`src/hdl/modexp_pkg.sv`:
```
package modexp_pkg;

    localparam int OPERAND_BITS  = 32;
    localparam int EXPONENT_BITS = 63;

    // fixed field widths of the ports
    localparam int BASE_W   = 32;
    localparam int EXP_W    = 63;
    localparam int MOD_W    = 32;
    localparam int RESULT_W = 32;

    // bit counter of the serial multiplier, holds OPERAND_BITS itself
    localparam int CNT_W = $clog2(OPERAND_BITS + 1);

    typedef enum logic [2:0] {
        S_IDLE,
        S_LOAD,
        S_REDUCE,
        S_LOOP,
        S_STEP,
        S_FINISH
    } state_t;

    typedef struct packed {
        logic                    start;
        logic [OPERAND_BITS-1:0] x;
        logic [OPERAND_BITS-1:0] y;
        logic [OPERAND_BITS-1:0] m;
    } mm_req_t;

    typedef struct packed {
        logic busy;
        logic done;
    } mm_stat_t;

endpackage

```
`src/hdl/modular_exponentiation.sv`:
```
// Sequence: a zero modulus goes straight to the finish state; otherwise one reduction
//   pass of the base, then one square pass per exponent bit up to the top set bit,
//   with the multiply pass running alongside it where that bit is set.
// Each exponent bit costs one pass of the bit-serial multipliers (one bit per cycle).
// Throughput: one request at a time; the next is taken once the result is registered.
// Reset: asynchronous, active low; clears the sequencer and the output valid.
module modular_exponentiation
(
    input  logic                               clk,
    input  logic                               rst_n,
    input  logic                               req_valid,
    output logic                               req_stall,
    input  logic [modexp_pkg::BASE_W-1:0]      base_value,
    input  logic [modexp_pkg::EXP_W-1:0]       exponent_value,
    input  logic [modexp_pkg::MOD_W-1:0]       modulus_value,
    output logic                               rsp_valid,
    input  logic                               rsp_stall,
    output logic [modexp_pkg::RESULT_W-1:0]    power_result
);

    localparam int N = modexp_pkg::OPERAND_BITS;
    localparam int E = modexp_pkg::EXPONENT_BITS;

    modexp_pkg::state_t state_reg;
    modexp_pkg::state_t state_next;

    logic [N-1:0] base_reg;
    logic [E-1:0] exp_reg;
    logic [N-1:0] mod_reg;
    logic [N-1:0] acc_reg;
    logic         rsp_valid_reg;
    logic [modexp_pkg::RESULT_W-1:0] power_result_reg;

    logic accept;
    logic out_free;
    logic exp_zero;

    modexp_pkg::mm_req_t  mul_req;
    modexp_pkg::mm_req_t  sq_req;
    modexp_pkg::mm_stat_t mul_stat;
    modexp_pkg::mm_stat_t sq_stat;
    logic [N-1:0]         mul_result;
    logic [N-1:0]         sq_result;

    assign req_stall = (state_reg != modexp_pkg::S_IDLE);
    assign accept    = req_valid && !req_stall;
    assign out_free  = !rsp_valid_reg || !rsp_stall;
    assign exp_zero  = (exp_reg == '0);

    always_comb
    begin
        mul_req.start = (state_reg == modexp_pkg::S_LOOP) && !exp_zero && exp_reg[0];
        mul_req.x     = acc_reg;
        mul_req.y     = base_reg;
        mul_req.m     = mod_reg;

        // the load pass reduces the raw base as base * 1 mod m
        sq_req.start  = (state_reg == modexp_pkg::S_LOAD) ||
                        ((state_reg == modexp_pkg::S_LOOP) && !exp_zero);
        sq_req.x      = base_reg;
        sq_req.y      = (state_reg == modexp_pkg::S_LOAD) ? N'(1) : base_reg;
        sq_req.m      = mod_reg;
    end

    modexp_mulmod u_mul
    (
        .clk    (clk),
        .rst_n  (rst_n),
        .req    (mul_req),
        .stat   (mul_stat),
        .result (mul_result)
    );

    modexp_mulmod u_sq
    (
        .clk    (clk),
        .rst_n  (rst_n),
        .req    (sq_req),
        .stat   (sq_stat),
        .result (sq_result)
    );

    always_comb
    begin
        state_next = state_reg;
        case (state_reg)
            modexp_pkg::S_IDLE:
            begin
                if (accept)
                begin
                    if (modulus_value[N-1:0] == '0)
                    begin
                        state_next = modexp_pkg::S_FINISH;
                    end
                    else
                    begin
                        state_next = modexp_pkg::S_LOAD;
                    end
                end
            end
            modexp_pkg::S_LOAD:
            begin
                state_next = modexp_pkg::S_REDUCE;
            end
            modexp_pkg::S_REDUCE:
            begin
                if (sq_stat.done)
                begin
                    state_next = modexp_pkg::S_LOOP;
                end
            end
            modexp_pkg::S_LOOP:
            begin
                if (exp_zero)
                begin
                    state_next = modexp_pkg::S_FINISH;
                end
                else
                begin
                    state_next = modexp_pkg::S_STEP;
                end
            end
            modexp_pkg::S_STEP:
            begin
                if (sq_stat.done)
                begin
                    state_next = modexp_pkg::S_LOOP;
                end
            end
            modexp_pkg::S_FINISH:
            begin
                if (out_free)
                begin
                    state_next = modexp_pkg::S_IDLE;
                end
            end
            default:
            begin
                state_next = modexp_pkg::S_IDLE;
            end
        endcase
    end

    always_ff @(posedge clk or negedge rst_n)
    begin
        if (!rst_n)
        begin
            state_reg     <= modexp_pkg::S_IDLE;
            rsp_valid_reg <= 1'b0;
        end
        else
        begin
            state_reg <= state_next;
            if ((state_reg == modexp_pkg::S_FINISH) && out_free)
            begin
                rsp_valid_reg <= 1'b1;
            end
            else if (!rsp_stall)
            begin
                rsp_valid_reg <= 1'b0;
            end
        end
    end

    always_ff @(posedge clk)
    begin
        case (state_reg)
            modexp_pkg::S_IDLE:
            begin
                if (accept)
                begin
                    base_reg <= base_value[N-1:0];
                    exp_reg  <= exponent_value[E-1:0];
                    mod_reg  <= modulus_value[N-1:0];
                    // zero modulus gives zero; otherwise start from one, unreduced
                    acc_reg  <= (modulus_value[N-1:0] == '0) ? '0 : N'(1);
                end
            end
            modexp_pkg::S_REDUCE:
            begin
                if (sq_stat.done)
                begin
                    base_reg <= sq_result;
                end
            end
            modexp_pkg::S_STEP:
            begin
                if (sq_stat.done)
                begin
                    if (exp_reg[0])
                    begin
                        acc_reg <= mul_result;
                    end
                    base_reg <= sq_result;
                    exp_reg  <= {1'b0, exp_reg[E-1:1]};
                end
            end
            modexp_pkg::S_FINISH:
            begin
                if (out_free)
                begin
                    power_result_reg <= modexp_pkg::RESULT_W'(acc_reg);
                end
            end
            default:
            begin
            end
        endcase
    end

    assign rsp_valid    = rsp_valid_reg;
    assign power_result = power_result_reg;

`ifndef SYNTHESIS
    a_mul_busy_with_sq: assert property (@(posedge clk) disable iff (!rst_n)
        mul_stat.busy |-> sq_stat.busy)
        else $error("multiply pass running without square pass");

    a_mul_done_with_sq: assert property (@(posedge clk) disable iff (!rst_n)
        mul_stat.done |-> sq_stat.done)
        else $error("multiply pass finished out of step with square pass");

    a_step_in_progress: assert property (@(posedge clk) disable iff (!rst_n)
        (state_reg == modexp_pkg::S_STEP) |-> (sq_stat.busy || sq_stat.done))
        else $error("step state without a running square pass");

    a_rsp_held: assert property (@(posedge clk) disable iff (!rst_n)
        (rsp_valid && rsp_stall) |=> (rsp_valid && $stable(power_result)))
        else $error("stalled result changed");
`endif

endmodule

```
`src/hdl/modexp_mulmod.sv`:
```
// Serial modular multiplier: x scanned MSB first, one bit per cycle,
// r = 2r + bit*y reduced by one subtraction of 2m or of m where needed.
module modexp_mulmod
(
    input  logic                                 clk,
    input  logic                                 rst_n,
    input  modexp_pkg::mm_req_t                  req,
    output modexp_pkg::mm_stat_t                 stat,
    output logic [modexp_pkg::OPERAND_BITS-1:0]  result
);

    localparam int N = modexp_pkg::OPERAND_BITS;

    logic [N-1:0]                  x_reg;
    logic [N-1:0]                  y_reg;
    logic [N-1:0]                  m_reg;
    logic [N-1:0]                  r_reg;
    logic [N-1:0]                  r_next;
    logic [modexp_pkg::CNT_W-1:0]  cnt_reg;
    logic                          busy_reg;
    logic                          done_reg;

    logic [N+1:0] t_sum;
    logic [N+1:0] m1_ext;
    logic [N+1:0] m2_ext;

    always_comb
    begin
        m1_ext = {2'b00, m_reg};
        m2_ext = {1'b0, m_reg, 1'b0};
        t_sum  = {1'b0, r_reg, 1'b0} + {2'b00, (x_reg[N-1] ? y_reg : '0)};
        // t_sum < 3m since r < m and y <= m
        if (t_sum >= m2_ext)
        begin
            r_next = N'(t_sum - m2_ext);
        end
        else if (t_sum >= m1_ext)
        begin
            r_next = N'(t_sum - m1_ext);
        end
        else
        begin
            r_next = N'(t_sum);
        end
    end

    always_ff @(posedge clk or negedge rst_n)
    begin
        if (!rst_n)
        begin
            busy_reg <= 1'b0;
            done_reg <= 1'b0;
            cnt_reg  <= '0;
        end
        else
        begin
            done_reg <= 1'b0;
            if (req.start)
            begin
                busy_reg <= 1'b1;
                cnt_reg  <= modexp_pkg::CNT_W'(N);
            end
            else if (busy_reg)
            begin
                cnt_reg <= cnt_reg - 1'b1;
                if (cnt_reg == modexp_pkg::CNT_W'(1))
                begin
                    busy_reg <= 1'b0;
                    done_reg <= 1'b1;
                end
            end
        end
    end

    always_ff @(posedge clk)
    begin
        if (req.start)
        begin
            x_reg <= req.x;
            y_reg <= req.y;
            m_reg <= req.m;
            r_reg <= '0;
        end
        else if (busy_reg)
        begin
            x_reg <= {x_reg[N-2:0], 1'b0};
            r_reg <= r_next;
        end
    end

    assign stat.busy = busy_reg;
    assign stat.done = done_reg;
    assign result    = r_reg;

`ifndef SYNTHESIS
    a_no_restart: assert property (@(posedge clk) disable iff (!rst_n)
        req.start |-> !busy_reg)
        else $error("multiplier started while busy");

    a_partial_reduced: assert property (@(posedge clk) disable iff (!rst_n)
        busy_reg |-> (r_reg < m_reg))
        else $error("partial remainder not below modulus");

    a_done_after_busy: assert property (@(posedge clk) disable iff (!rst_n)
        done_reg |-> ($past(busy_reg) && !busy_reg))
        else $error("done without a finished run");
`endif

endmodule

```
`config.mk`:
```
export PLATFORM = sky130hd
export DESIGN_NAME = modular_exponentiation
export DESIGN_NICKNAME = d
export VERILOG_FILES = /design/src/hdl/modexp_pkg.sv /design/src/hdl/modular_exponentiation.sv /design/src/hdl/modexp_mulmod.sv
export SDC_FILE = /design/constraint.sdc
export NUM_CORES = 1
export LEC_CHECK = 0
export CAP_MARGIN = 40
export CORE_MARGIN = 2
export CORE_UTILIZATION = 55
export DETAILED_ROUTE_END_ITERATION = 10
export DONT_BUFFER_PORTS = 1
export PLACE_DENSITY = 0.7
export RECOVER_POWER = 25
export SLEW_MARGIN = 5
export SYNTH_ARGS = -nofsm -noshare
export SYNTH_HDL_FRONTEND = slang
export SYNTH_HIERARCHICAL = 1
export SYNTH_SLANG_ARGS = --single-unit
export TNS_END_PERCENT = 10
```
`constraint.sdc`:
```
create_clock -name clk -period 9.2 [get_ports clk]
set_input_delay 1.38 -clock clk [delete_from_list [all_inputs] [get_ports clk]]
set_output_delay 1.38 -clock clk [all_outputs]
set_load 0.03 [all_outputs]
```
Word level (Yosys, flattened, before mapping)
Index checks and enable logic that the tools add are counted.

storage, ports and cells
  bits in registers = 466
  bits of input ports = 131
  output and inout bits = 34
  logic and storage cells = 112

cells by class
  add/sub/neg operators = 8
  order comparisons = 4
  equal/unequal tests = 13
  mux-type cells = 42
  reduce and logical (&&, ||, !) cells = 25

operators by type and width
  operator                                                                  count
  32-bit 2-to-1 mux                                                         15
  32-bit one-hot mux with 2 select lines                                    2
  32-bit subtractor                                                         4
  63-bit 2-to-1 mux                                                         2
  63-bit one-hot mux with 2 select lines                                    1
  33-bit by 32-bit adder with 34-bit output                                 2
  34-bit by 32-bit >= comparator with 1-bit output                          2
  34-bit by 33-bit >= comparator with 1-bit output                          2
  63-bit zero test                                                          1
  32-bit zero test                                                          1
  6-bit 2-to-1 mux                                                          4
  3-bit one-hot mux with 5 select lines                                     1
  1-bit 2-to-1 mux                                                          13
  6-bit by 1-bit equality test with 1-bit output (second input constant)    2
  3-bit 2-to-1 mux                                                          4
  6-bit by 1-bit subtractor with 6-bit output (second input constant)       2
  3-bit AND reduction                                                       3
  2-bit nonzero test                                                        4
  3-bit by 2-bit equality test with 1-bit output (second input constant)    2
  3-bit equality test (second input constant)                               2
  2-bit by 1-bit inequality test with 1-bit output (second input constant)  3
  2-bit inequality test (second input constant)                             3
  1-bit logical AND                                                         4
  1-bit zero test                                                           4
  7 further kinds                                                           9

Depth between registers and ports, before layout
Gate-level depths: netlist of run 1.

  word-level depth = 5
  depth in mapped cells = 26
  depth with buffers taken out = 23

Modules after synthesis
The synthesis of run 1 kept the hierarchy.

by module, submodules not included
  module                  times used  cells an instance  area each (um^2)  seq. area each (um^2)
  modexp_mulmod (u_sq)    1           1118               10607.7           3723.6
  modexp_mulmod (u_mul)   1           1118               10605.2           3723.6
  modular_exponentiation  1           443                7893.8            5835.6

Least setup slack after synthesis of run 1
Ideal clock, no wire load.

  kind = flip-flop to flip-flop
  start point = register state_reg[2]
  end point = register u_mul.x_reg[0] (enable)
  setup time = 387 ps
  arrival = 6982 ps
  required time = 8813 ps
  slack = 1831 ps
  cell stages (with the launch flop) = 8
  buffers on the path = 3
  period minus slack after synthesis = 7369 ps
  cell sequence = dfrtp_1 -> buf_2 -> or2_2 -> nor3b_1 -> clkbuf_1 -> nor2_1 -> clkbuf_1 -> inv_1

RTL lines
  element                 line                           source
  start, declared         modular_exponentiation.sv:24   modexp_pkg::state_t state_reg;
  start signal, assigned  modular_exponentiation.sv:148  state_reg <= modexp_pkg::S_IDLE;
  start signal, assigned  modular_exponentiation.sv:153  state_reg <= state_next;
  end signal, assigned    modexp_mulmod.sv:79            x_reg <= req.x;
  end signal, assigned    modexp_mulmod.sv:86            x_reg <= {x_reg[N-2:0], 1'b0};
  end, declared           modexp_mulmod.sv:14            logic [N-1:0] x_reg;

Worst setup path after layout of run 1
  start point = register u_mul.x_reg[31]
  end point = register u_mul.r_reg[14], in the netlist u_mul/result[14]

between the ends
  word-level cells in the longest chain between the ends = 5
  elaborated cells between the ends (all ways) = 8
  classes of those cells = 3 x add/sub; 2 x order compare; 3 x mux

ends and longest elaborated chain
  element                                                                                       line                                      source
  32-bit 2-to-1 mux *                                                                           modexp_mulmod.sv:31                       t_sum = {1'b0, r_reg, 1'b0} + {2'b00, (x_reg[N-1] ? y_reg : '0)};
  33-bit by 32-bit adder with 34-bit output *                                                   modexp_mulmod.sv:31
  32-bit subtractor / 34-bit by 32-bit >= comparator with 1-bit output (equally long branches)  modexp_mulmod.sv:39, modexp_mulmod.sv:37
  32-bit 2-to-1 mux                                                                             modexp_mulmod.sv:37                       else if (t_sum >= m1_ext)
  32-bit 2-to-1 mux *                                                                           modexp_mulmod.sv:33                       if (t_sum >= m2_ext)
  end signal, assigned                                                                          modexp_mulmod.sv:87                       r_reg <= r_next;
  end, declared                                                                                 modexp_mulmod.sv:17                       logic [N-1:0] r_reg;

Mark *: on every way between the ends. The rest lies on a longest branch, timed or not.
A chain may end at the register's enable or synchronous reset.

==> results.cfg, run 1 <==
[status]
status = finished with violations
violations = max-capacitance violations, max-slew violations

[die]
placement_rows = 84
die_height_um = 234
dieArea_um2 = 54700
pin_count = 165
core-area_um2 = 52300
die_x_um = 234
initial_core_util = 0.555

[final_layout]
drive_above_1_share = 0.125
syn2layout_area_growth_pct = 8.09
fin_util = 0.600
final_common_cell = edfxtp_1
multi_input_area_um2 = 14800
largest_reg_flops = 63
nNetsFinal = 2980
seq_area_um2 = 13300
final_cell_mix = edfxtp_1, ha_1, a21oi_1, mux2_2, nand2_1
fillCellCount = 4265

[route]
route.vias.total = 21408
drc = 0
viasPerCell = 6.33
totalWireLength_um = 85000
wl_per_cell_um = 25.1
antenna_left = 0
drtIter0Drc = 1797
first_pass_iters = 6

[sta]
max_clock_freq_mhz = 145
hold_viol = 0
rsz0062_at_grt = no
holdWs_ns = 0.432
fin_skew_ns = 0.0277
period_share = 0.748
report.final.slew_viol_count = 68
worst_slack_ns = 2.31
setup_viol = 0
fin_crit_ns = 6.89
tns_ns = 0
worstMarginPinSlew_ns = 1.74
slew_headroom = -0.157

[grt]
grt_usage = 0.309
grt_pass1_vias = 20830
grt_start_max_net_pins = 68
antenna_found_initial = 6
overflow = 0
grt_pass1_wl_um = 127000

[setup_path]
cp_common_cell = a21oi_1
cp_max_fo = 32
crit_path_max_incr_delay_ns = 0.85
cp-end-kind = flip-flop
crit_path_cell_trace = and2_1 > ha_1 > inv_1 > fa_1 > nor2b_1 > o311a_1 > nor2_1 > o221ai_1 > a21oi_1 > o21a_1 > o21ai_0 > xor2_1 > ha_1 > a21oi_1 > o211ai_1 > a21oi_1 > nor3_1 > a211oi_1 > nor2_1 > nor2_2 > buf_8 > and2_1 > a2111oi_1
cp-start-kind = flip-flop
crit_type = reg2reg
crit_required_ns = 9.63
slowest_stage = edfxtp_1
cp_data_arrival_time_ns = 7.32
cp_top_family = compound AO/OA/AOI/OAI gates
path_buf_inv = 2

[place]
dpl.hpwl_um = 66400
place_ws_ns = 2.46
gp_congestion = 0.976
portBuffers = 0

[clock_tree]
cts_root_buffer = clkbuf_16
post_cts_buffers = 0
hold_buffers = 0
clock_latency_ns = 0.61
clock-sinks = 466
cts_htree_levels = 2
path_clk_slew_ns = 0.07
post_cts_resized = 0
cts_inserted_buffers = 50
cts_buffer_depth = 3
cts_tree = yes

[yosys]
syn_nets = 3005
ys.warnings.count = 6
syn_area_per_cell_um2 = 10.9
synth_cells = 2674
synth_area_um2 = 29100

[min_path]
min_path_type = reg2reg

[run]
cap_violations = 2
## final timing paths
check                                     startpoint                       endpoint  slack [ns]  cells after the start
max                        u_mul/x_reg[31]$_DFFE_PP_  u_mul/result[14]$_SDFFE_PP0P_        2.31                     23
min                            mod_reg[24]$_DFFE_PP_       u_sq/m_reg[24]$_DFFE_PP_        0.43                      0
max reg2reg                u_mul/x_reg[31]$_DFFE_PP_  u_mul/result[14]$_SDFFE_PP0P_        2.31                     23
min reg2reg                    mod_reg[24]$_DFFE_PP_       u_sq/m_reg[24]$_DFFE_PP_        0.43                      0
max in group asynchronous                      rst_n   u_mul/cnt_reg[3]$_DFFE_PN0P_        8.64                      0
min in group asynchronous                      rst_n       state_reg[1]$_DFFE_PN0P_        0.46                      0
## area by class of cell
class	count	share of cell area
Clock inverter	19	0.00761
Antenna cell	3	0.000239
Inverter	123	0.0149
Timing Repair Buffer	26	0.00813
Multi-Input combinational cell	1982	0.472
Tap cell	688	0.0274
Sequential cell	466	0.422
Clock buffer	74	0.0473
## per-stage QoR
| stage | instances | area, um2 |
|---|---|---|
| floorplan | 2674 | 29100 |
| global placement | 3278 | 29600 |
| detailed placement | 3285 | 29700 |
| CTS | 3378 | 31400 |
| global route | 3379 | 31400 |
| finish | 3381 | 31400 |
## per-layer routing
metal | GRT usage | vias to the layer above | routed length [um]
li1 | - | 9967 | -
met1 | 0.402 | 10546 | 35800
met2 | 0.521 | 703 | 40600
met3 | 0.0372 | 184 | 4220
met4 | 0.135 | 8 | 4340
met5 | 0 | - | 48
Power of run 1 is left out: the tool's default activity adds up to more than one toggle a clock period on the data nets, which glitch-free logic cannot reach.
==> run 2, diff against run 1 <==
==> constraint.sdc (replaced) <==
create_clock -name clk -period 7 [get_ports clk]
set_input_delay 1.05 -clock clk [delete_from_list [all_inputs] [get_ports clk]]
set_output_delay 1.05 -clock clk [all_outputs]
set_load 0.03 [all_outputs]
==> results.cfg, run 2 (synthesized netlist as in run 1, its figures left out) <==
[sta]
setup_viol = 0
slew_headroom = -0.102
period_share = 0.879
fin_skew_ns = 0.0180
worstMarginPinSlew_ns = 1.65
tns_ns = 0
rsz0062_at_grt = no
hold_viol = 0
fin_crit_ns = 6.15
report.final.slew_viol_count = 61
max_clock_freq_mhz = 163

[die]
pin_count = 165
dieArea_um2 = 54700
core-area_um2 = 52300
initial_core_util = 0.555
placement_rows = 84
die_x_um = 234
die_height_um = 234

[clock_tree]
post_cts_buffers = 0
clock_latency_ns = 0.59
cts_root_buffer = clkbuf_16
cts_buffer_depth = 3
cts_inserted_buffers = 48
cts_htree_levels = 2
cts_tree = yes
path_clk_slew_ns = 0.06
post_cts_resized = 0
hold_buffers = 0
clock-sinks = 466

[setup_path]
cp_data_arrival_time_ns = 6.59
reg2reg_to = u_sq/result[31]$_SDFFE_PP0P_
reg2reg_from = u_sq/x_reg[31]$_DFFE_PP_
cp-end-kind = flip-flop
crit_required_ns = 7.43
r2r_slack_ns = 0.85
cp-start-kind = flip-flop
cp_max_fo = 12
r2r_cells = 24
crit_type = reg2reg

[final_layout]
final_cell_mix = edfxtp_1, ha_1, a21oi_1, mux2_2, nand2_1
final_common_cell = edfxtp_1
fillCellCount = 4332
drive_above_1_share = 0.125
syn2layout_area_growth_pct = 7.90
nNetsFinal = 2996
largest_reg_flops = 63

[grt]
grt_usage = 0.309
overflow = 0
grt_pass1_vias = 20613
met1_usage = 0.414
grt_pass1_wl_um = 127000
grt-busiest-layer = met2
antenna_found_initial = 10
use_met3 = 0.0395
grt.met2_usage = 0.500
grt_start_max_net_pins = 66

[status]
violations = max-capacitance violations, max-slew violations
status = finished with violations

[place]
portBuffers = 0
gp_congestion = 1.03
dpl.hpwl_um = 66600

[route]
viasPerCell = 6.35
antenna_left = 0
totalWireLength_um = 85000
drtIter0Drc = 2064
route.vias.total = 21570
first_pass_iters = 5
wl_per_cell_um = 25.0
drc = 0

[min_path]
min_path_type = in2async

[run]
cap_violations = 2
run 2: changes by cell type in the layout (fill, tap and decap cells not counted), moves of 3 or more:
cell,previous run,this run
clkbuf_8,8,1
buf_8,3,0
clkinv_1,2,12
buf_4,18,37
clkbuf_16,53,48
clkinvlp_4,4,0
diode_2,3,6
run 2: metrics by stage:
| step | hold slack, ns | area (um2) | std cells | worst slack, ns | utilization |
|---|---|---|---|---|---|
| final | 0.155 | 31300 | 3397 | 0.850 | 0.599 |
| after global routing | 0.132 | 31300 | 3394 | 0.415 | 0.599 |
| after CTS | 0.121 | 31400 | 3391 | 0.973 | 0.599 |
| after detailed placement | 0.429 | 29900 | 3303 | 1.02 | 0.570 |
| after global placement | 0.425 | 29700 | 3298 | 0.981 | 0.568 |
| after floorplan | 0.418 | 29100 | 2674 | 0.887 | - |
run 2: layout make-up:
cell class | instances | area [um2] | area share
Clock buffer | 63 | 1270 | 0.0404
Timing Repair Buffer | 44 | 392 | 0.0125
Tap cell | 688 | 861 | 0.0275
Sequential cell | 466 | 13300 | 0.423
Inverter | 123 | 469 | 0.0150
Antenna cell | 6 | 15.0 | 0.000479
Multi-Input combinational cell | 1982 | 14800 | 0.474
Clock inverter | 25 | 236 | 0.00754
run 2: critical path, stage by stage, from the launching register on:
cell and delay, ns:
edfxtp_1 0.50, and2_1 0.19, ha_1 0.20, inv_1 0.07
fa_1 0.39, nor2b_1 0.22, o311a_1 0.29, nor2_1 0.11
o221ai_1 0.40, a21oi_1 0.21, o21a_1 0.25, o21ai_1 0.17
xor2_1 0.37, ha_1 0.33, nand4_1 0.27, nor4_1 0.50
a31oi_1 0.13, o21ai_0 0.13, a211oi_1 0.07, nor2_1 0.18
or2_1 0.42, buf_4 0.30, nand3_1 0.09, o21ai_0 0.12
a211oi_1 0.07
run 2: metal layers:
layer,vias up,wire length [um]
met5,-,52
met4,10,4230
met3,192,5180
met2,841,39900
met1,10510,35700
li1,10017,-
run 2: worst max path at each step:
stage               depth (start not counted)                       endpoint  slack, ns                      start
detailed placement                         23   u_sq/result[31]$_SDFFE_PP0P_       1.02   u_sq/x_reg[31]$_DFFE_PP_
finish                                     24   u_sq/result[31]$_SDFFE_PP0P_       0.85   u_sq/x_reg[31]$_DFFE_PP_
global placement                           23   u_sq/result[31]$_SDFFE_PP0P_       0.98   u_sq/x_reg[31]$_DFFE_PP_
floorplan                                   3           exp_reg[0]$_DFFE_PP_       0.89   state_reg[0]$_DFFE_PN0P_
global route                               25  u_mul/result[13]$_SDFFE_PP0P_       0.42  u_mul/x_reg[31]$_DFFE_PP_
CTS                                        23   u_sq/result[31]$_SDFFE_PP0P_       0.97   u_sq/x_reg[31]$_DFFE_PP_
Power of run 2 is left out for the same reason.
